**config.mk**
```make
export PLATFORM = sky130hd
export DESIGN_NAME = lrbt_arith
export DESIGN_NICKNAME = d
export VERILOG_FILES = /design/src/rtl/linear_row_bound_tightening_macros.svh /design/src/rtl/lrbt_pkg.sv /design/src/rtl/lrbt_arith.sv
export SDC_FILE = /design/constraint.sdc
export NUM_CORES = 2
export LEC_CHECK = 0
export BUFFER_PORTS_ARGS = -buffer_cell sky130_fd_sc_hd__buf_2
export CAP_MARGIN = 25
export CORE_MARGIN = 5
export CORE_UTILIZATION = 65
export CTS_CLUSTER_SIZE = 24
export DETAILED_ROUTE_END_ITERATION = 16
export GPL_ROUTABILITY_DRIVEN = 0
export PLACE_DENSITY = 0.82
export SETUP_SLACK_MARGIN = 0.02
export SYNTH_ARGS = -nofsm -noshare
export SYNTH_HDL_FRONTEND = slang
export SYNTH_SLANG_ARGS = --single-unit
```
**constraint.sdc**
```tcl
create_clock -name clk_i -period 16.6 [get_ports clk_i]
set_input_delay 0.83 -clock clk_i [delete_from_list [all_inputs] [get_ports clk_i]]
set_output_delay 0.83 -clock clk_i [all_outputs]
set_load 0.01 [all_outputs]
```
**src/rtl/linear_row_bound_tightening_macros.svh**
```systemverilog
// Assertion macros for the linear row bound tightening block.
// Needs clk_i and rst_ni in the scope where a macro is used.
`ifndef LINEAR_ROW_BOUND_TIGHTENING_MACROS_SVH
`define LINEAR_ROW_BOUND_TIGHTENING_MACROS_SVH
`ifndef SYNTH
// same-cycle implication
`define LRBT_ASSERT_IMP(lbl, ante, cons, msg) \
  lbl: assert property (@(posedge clk_i) disable iff (!rst_ni) (ante) |-> (cons)) \
    else $error(msg);
// next-cycle implication
`define LRBT_ASSERT_NEXT(lbl, ante, cons, msg) \
  lbl: assert property (@(posedge clk_i) disable iff (!rst_ni) (ante) |=> (cons)) \
    else $error(msg);
`else
`define LRBT_ASSERT_IMP(lbl, ante, cons, msg)
`define LRBT_ASSERT_NEXT(lbl, ante, cons, msg)
`endif
`endif

```
**src/rtl/lrbt_pkg.sv**
```systemverilog
// Shared types, codes and checked 64-bit add/subtract helpers for the
// linear row bound tightening block. No dependencies.
`default_nettype none

package lrbt_pkg;

  localparam int unsigned NumVariables = 1024;
  localparam int unsigned MaxRowTerms  = 16;
  localparam int unsigned SlotW        = 10;
  localparam int unsigned CoefW        = 55;
  localparam int unsigned ValW         = 64;
  localparam int unsigned PassW        = 16;
  localparam int unsigned StatW        = 3;

  typedef enum logic {
    CMD_LOAD = 1'b0,
    CMD_TERM = 1'b1
  } cmd_e;

  typedef enum logic {
    KIND_CHANGE = 1'b0,
    KIND_STATUS = 1'b1
  } kind_e;

  typedef enum logic {
    SIDE_LOW  = 1'b0,
    SIDE_HIGH = 1'b1
  } side_e;

  typedef enum logic [StatW-1:0] {
    STAT_PROCESSED = 3'd0,
    STAT_REDUNDANT = 3'd1,
    STAT_ROW_CONTRA = 3'd2,
    STAT_VAR_CONTRA = 3'd3,
    STAT_OVERFLOW  = 3'd4
  } status_e;

  typedef enum logic {
    OP_MUL = 1'b0,
    OP_DIV = 1'b1
  } arith_op_e;

  typedef struct packed {
    logic      start;
    arith_op_e op;
    logic      ceil_mode;
  } arith_req_t;

  typedef struct packed {
    logic busy;
    logic done;
    logic ovf;
  } arith_rsp_t;

  typedef enum logic [4:0] {
    ST_IDLE,
    ST_P1_RD,
    ST_P1_MA_GO,
    ST_P1_MA_W,
    ST_P1_MB_GO,
    ST_P1_MB_W,
    ST_P1_ACC,
    ST_CHECK,
    ST_P2_RD,
    ST_P2_LD,
    ST_P2_SUB1,
    ST_P2_SUB2,
    ST_P2_DIV_GO,
    ST_P2_DIV_W,
    ST_P2_CHK,
    ST_P3_RD,
    ST_P3_LO,
    ST_P3_HI,
    ST_STATUS
  } state_e;

  typedef struct packed {
    logic            ovf;
    logic [ValW-1:0] val;
  } chk_t;

  function automatic chk_t chk_add(input logic signed [ValW-1:0] a,
                                   input logic signed [ValW-1:0] b);
    chk_t r;
    r.val = a + b;
    r.ovf = (a[ValW-1] == b[ValW-1]) && (r.val[ValW-1] != a[ValW-1]);
    return r;
  endfunction

  function automatic chk_t chk_sub(input logic signed [ValW-1:0] a,
                                   input logic signed [ValW-1:0] b);
    chk_t r;
    r.val = a - b;
    r.ovf = (a[ValW-1] != b[ValW-1]) && (r.val[ValW-1] != a[ValW-1]);
    return r;
  endfunction

endpackage

`default_nettype wire

```
**src/rtl/lrbt_arith.sv**
```systemverilog
// Shared multi-cycle arithmetic unit: checked 64x55 signed multiply
// (four 32x32 partial products) and floor/ceil division (radix 2).
// Depends on lrbt_pkg.
`default_nettype none

module lrbt_arith import lrbt_pkg::*; (
  input  logic                   clk_i,
  input  logic                   rst_ni,
  input  arith_req_t             req_i,
  input  logic signed [ValW-1:0] x_i,
  input  logic signed [CoefW-1:0] y_i,
  output arith_rsp_t             rsp_o,
  output logic signed [ValW-1:0] res_o
);

  localparam int unsigned MulSteps = 4;
  localparam int unsigned DivSteps = ValW;
  localparam int unsigned CntW     = $clog2(DivSteps);
  localparam int unsigned AccW     = 2 * ValW;
  localparam int unsigned HalfW    = ValW / 2;

  logic                  busy_q, done_q, ovf_q;
  arith_op_e             op_q;
  logic                  ceil_q, neg_q, dz_q;
  logic [CntW-1:0]       cnt_q;
  logic [ValW-1:0]       ma_q, mb_q;
  logic [AccW-1:0]       acc_q;
  logic [CoefW-1:0]      rem_q;
  logic signed [ValW-1:0] res_q;

  logic [ValW-1:0]  xu, mag_x;
  logic [CoefW-1:0] yu, mag_y;
  logic [HalfW-1:0] pa, pb;
  logic [ValW-1:0]  pp;
  logic [AccW-1:0]  pp_sh, acc_sum;
  logic [ValW-1:0]  lowp, mres;
  logic             movf;
  logic [CoefW:0]   t, diff, dv;
  logic             ge, adj, dovf;
  logic [CoefW-1:0] rem_next;
  logic [ValW-1:0]  q_next, qa, dres;
  logic             last_step;

  always_comb begin
    xu    = x_i;
    mag_x = xu[ValW-1] ? (~xu + 1'b1) : xu;
    yu    = y_i;
    mag_y = yu[CoefW-1] ? (~yu + 1'b1) : yu;

    // multiply step: partial product selected by cnt_q
    pa = cnt_q[1] ? ma_q[ValW-1:HalfW] : ma_q[HalfW-1:0];
    pb = cnt_q[0] ? mb_q[ValW-1:HalfW] : mb_q[HalfW-1:0];
    pp = pa * pb;
    if (cnt_q[1] && cnt_q[0]) begin
      pp_sh = {pp, {ValW{1'b0}}};
    end else if (cnt_q[1] || cnt_q[0]) begin
      pp_sh = {{HalfW{1'b0}}, pp, {HalfW{1'b0}}};
    end else begin
      pp_sh = {{ValW{1'b0}}, pp};
    end
    acc_sum = acc_q + pp_sh;
    lowp    = acc_sum[ValW-1:0];
    movf    = (|acc_sum[AccW-1:ValW]) ||
              (neg_q ? (lowp > {1'b1, {(ValW-1){1'b0}}}) : lowp[ValW-1]);
    mres    = neg_q ? (~lowp + 1'b1) : lowp;

    // divide step: restoring, one quotient bit per cycle
    dv       = mb_q[CoefW:0];
    t        = {rem_q, ma_q[ValW-1]};
    ge       = (t >= dv);
    diff     = t - dv;
    rem_next = ge ? diff[CoefW-1:0] : t[CoefW-1:0];
    q_next   = {ma_q[ValW-2:0], ge};
    // nonzero remainder rounds the magnitude up for floor of a negative
    // quotient or ceil of a positive one
    adj      = (|rem_next) && (ceil_q ^ neg_q);
    qa       = q_next + ValW'(adj);
    dovf     = dz_q || (!neg_q && qa[ValW-1]);
    dres     = neg_q ? (~qa + 1'b1) : qa;

    last_step = (op_q == OP_MUL) ? (cnt_q == CntW'(MulSteps - 1))
                                 : (cnt_q == CntW'(DivSteps - 1));
  end

  always_ff @(posedge clk_i or negedge rst_ni) begin
    if (!rst_ni) begin
      busy_q <= 1'b0;
      done_q <= 1'b0;
      cnt_q  <= '0;
      op_q   <= OP_MUL;
    end else begin
      done_q <= busy_q && last_step;
      if (req_i.start && !busy_q) begin
        busy_q <= 1'b1;
        cnt_q  <= '0;
        op_q   <= req_i.op;
      end else if (busy_q) begin
        cnt_q <= cnt_q + 1'b1;
        if (last_step) begin
          busy_q <= 1'b0;
        end
      end
    end
  end

  always_ff @(posedge clk_i) begin
    if (req_i.start && !busy_q) begin
      ceil_q <= req_i.ceil_mode;
      neg_q  <= xu[ValW-1] ^ yu[CoefW-1];
      dz_q   <= (yu == '0);
      ma_q   <= mag_x;
      mb_q   <= ValW'(mag_y);
      acc_q  <= '0;
      rem_q  <= '0;
    end else if (busy_q) begin
      if (op_q == OP_MUL) begin
        acc_q <= acc_sum;
        if (last_step) begin
          res_q <= mres;
          ovf_q <= movf;
        end
      end else begin
        ma_q  <= q_next;
        rem_q <= rem_next;
        if (last_step) begin
          res_q <= dres;
          ovf_q <= dovf;
        end
      end
    end
  end

  assign rsp_o = '{busy: busy_q, done: done_q, ovf: ovf_q};
  assign res_o = res_q;

endmodule

`default_nettype wire
```
==> metrics.txt <==
outcome=finished clean; area of the multi-input gates=approximately 53,000 um2; via count of the first global-routing pass=65,200; DRC errors left=0; Avg Cell Area, Syn=between 8 and 9 um2; register area=9510 um2; Syn Inst Count=between 8,000 and 9,000; initial antenna violation count=6; Synth Area in XOR/XNOR=5.40%; fin nets=slightly below 10,000; Synth cell types=108; via count=around 68,000; PortBufs=190; worst r2r path cells=47; leading area contributor after synthesis=fa_1; Slew headroom=8.68%; mux cell area share after synthesis=roughly 2%; final antenna-violating net count=0; layout cells sized above 1=under 10%; routed len/inst=26.3 um; clock skew=0.114 ns; Worst-Skew Late Latency=0.73 ns; die span in x=334 um; Hold Worst Slack=0.0998 ns; clk buf depth=3; Max Clk Rate=62.4 MHz; reg2reg end=ovf_q; Hold WC Path Type=in2async; # hold bufs at CTS=0; pre-CTS WS=1.10 ns; CTS sink cnt=379; CP most frequent cell=fa_1; Top FF cell, synth=edfxtp_1; row cnt=119; Iteration-0 DRC Markers=around 11,000; Synth Area in Compound Gates=16.9%; die area=112,000 um2; Min Clock Period, post-route=roughly 16 ns; CP max FO=58; # IOs=191; Setup TNS Final=0 ns; crit path DAT=16.43 ns; reg2reg start=cnt_q[0]; HPWL after DPL=201,000 um; crit start category=flip-flop; Hold Fails Final Rpt=0; total congestion overflow=0; Finished Core Util=between 60% and 70%; die height=334 um; H-tree levels=2; highest-delay cell along the critical path=a21boi_2; Worst setup EP type=flip-flop; fin crit share=96.5%; post-synthesis sequential area ratio=13.9%; Setup WS post-layout=a little under 0.6 ns; Synth Area in Adders=34.6%; first-pass GRT wire length=386,000 um; number of vias per cell=6.89; #FFs+latches synth=379; Synth Cell Area=slightly below 70,000 um2; Area growth, synth to finish=6.06%; asr flop ratio synth=2.37%; WL final=roughly 260,000 um; Yosys warnings=0; Post-Syn Nets=about 9,900; GRT Resource Usage Total=~45%; post-synth top area share=26.3%; required time worst endpoint=17.01 ns; top area cells in the synthesized netlist=fa_1 26%, ha_1 8.3%, edfxtp_1 8.2%; # setup viols final=0; Clock Pin Slew Worst Setup and Hold Paths=0.07 ns; top-count cell post-synth=inv_1; Initial Util=65.2%; Synth Area in Simple Gates=roughly a fifth; Max Cap Viol=0; Crit Path Class=reg2reg; main combinational cell family by area after synthesis=adder cells; R2R setup slack=0.58 ns; largest net degree at the start of global routing=126; Core Region=105,000 um2; number of flops mapped to enable cells by yosys=187; Filler Cell Count=8,230; Slew Limit Fails=0; Worst path max stage delay=between 0.8 and 0.9 ns; TritonRoute pass-1 iters=17; list of most frequent post-synthesis cells=1,068 x inv_1, 1,060 x nand2_1, 952 x nor2_1; CTS Root Cell=clkbuf_16; CTS tree=done; cts bufs inserted=47; setup repair after global routing missed its margin=no; Worst-Margin Slew=around 1.4 ns
[cell usage in the layout, fill, tap and decap left out, types with 183 or more instances in the layout]
| cell type | instances |
|---|---|
| edfxtp_1 | 187 |
| a21oi_1 | 406 |
| nor2_1 | 947 |
| xnor2_1 | 246 |
| o21ai_0 | 461 |
| ha_1 | 451 |
| buf_2 | 193 |
| fa_1 | 898 |
| nand2_1 | 1059 |
| dfxtp_1 | 183 |
| inv_1 | 1066 |
[critical path: cells and delay by family, from the launching register on]
kind / cells / cell delay, ns
fa+ha+maj: 10 / 5.19
buf+inv: 7 / 0.67
xor+xnor: 1 / 0.34
flops: 1 / 0.40
simple gates: 11 / 3.26
compound gates: 18 / 5.81
[per-stage QoR]
stage | cells | area (um2)
floorplan | 8430 | 68300
global placement | 9696 | 70600
detailed placement | 9703 | 70700
CTS | 9791 | 72300
global route | 9802 | 72500
finish | 9806 | 72500
[state kept, by name, summed over array words and instances, names as in the netlist]
name / flops
neg_q: 1
busy_q: 1
mb_q: 55
cnt_q: 6
rem_q: 55
op_q: 1
acc_q: 128
ceil_q: 1
dz_q: 1
ma_q: 64
ovf_q: 1
done_q: 1
res_o: 64
[what timing repair did]
action / 4_1_cts / 5_1_grt
resized for setup: 0 / 1
buffers inserted: 0 / 1
endpoints found under the hold margin: 0 / 0
endpoints found under the setup margin: 0 / 1
[cell type report]
type	count	area share [%]
diodes	4	0.0138
clock buffers	57	1.76
clock inverters	31	0.461
inverters	1072	5.55
multi-input cells	6521	73.5
flip-flops and latches	379	13.1
well taps	1391	2.40
repair buffers	351	3.13
[layer usage]
layer  part of all wire (%)  vias up  GRT usage (%)
met5                   0.10        -           1.23
met4                     10       11           32.6
met3                     18     1687           19.6
met2                     39     5944           62.7
met1                     33    31800           55.6
li1                       -    28100              -
[logic make-up after synthesis]
group,count (synthesis)
AND/OR/NAND/NOR,2838
AO/OA/AOI/OAI,1786
buffers and inverters,1530
adder cells (fa/ha/maj),1351
XOR/XNOR,421
flip-flops,379
multiplexers,125
[how the worst max path moves through the flow]
stage	from	end
finish	cnt_q[0]	ovf_q
CTS	cnt_q[1]	ovf_q
global route	cnt_q[0]	ovf_q
floorplan	cnt_q[1]	ovf_q
global placement	cnt_q[1]	ovf_q
detailed placement	cnt_q[1]	ovf_q
Power is not shown: default switching activity piles up to over one toggle a cycle in this logic, so the estimate is an artifact.
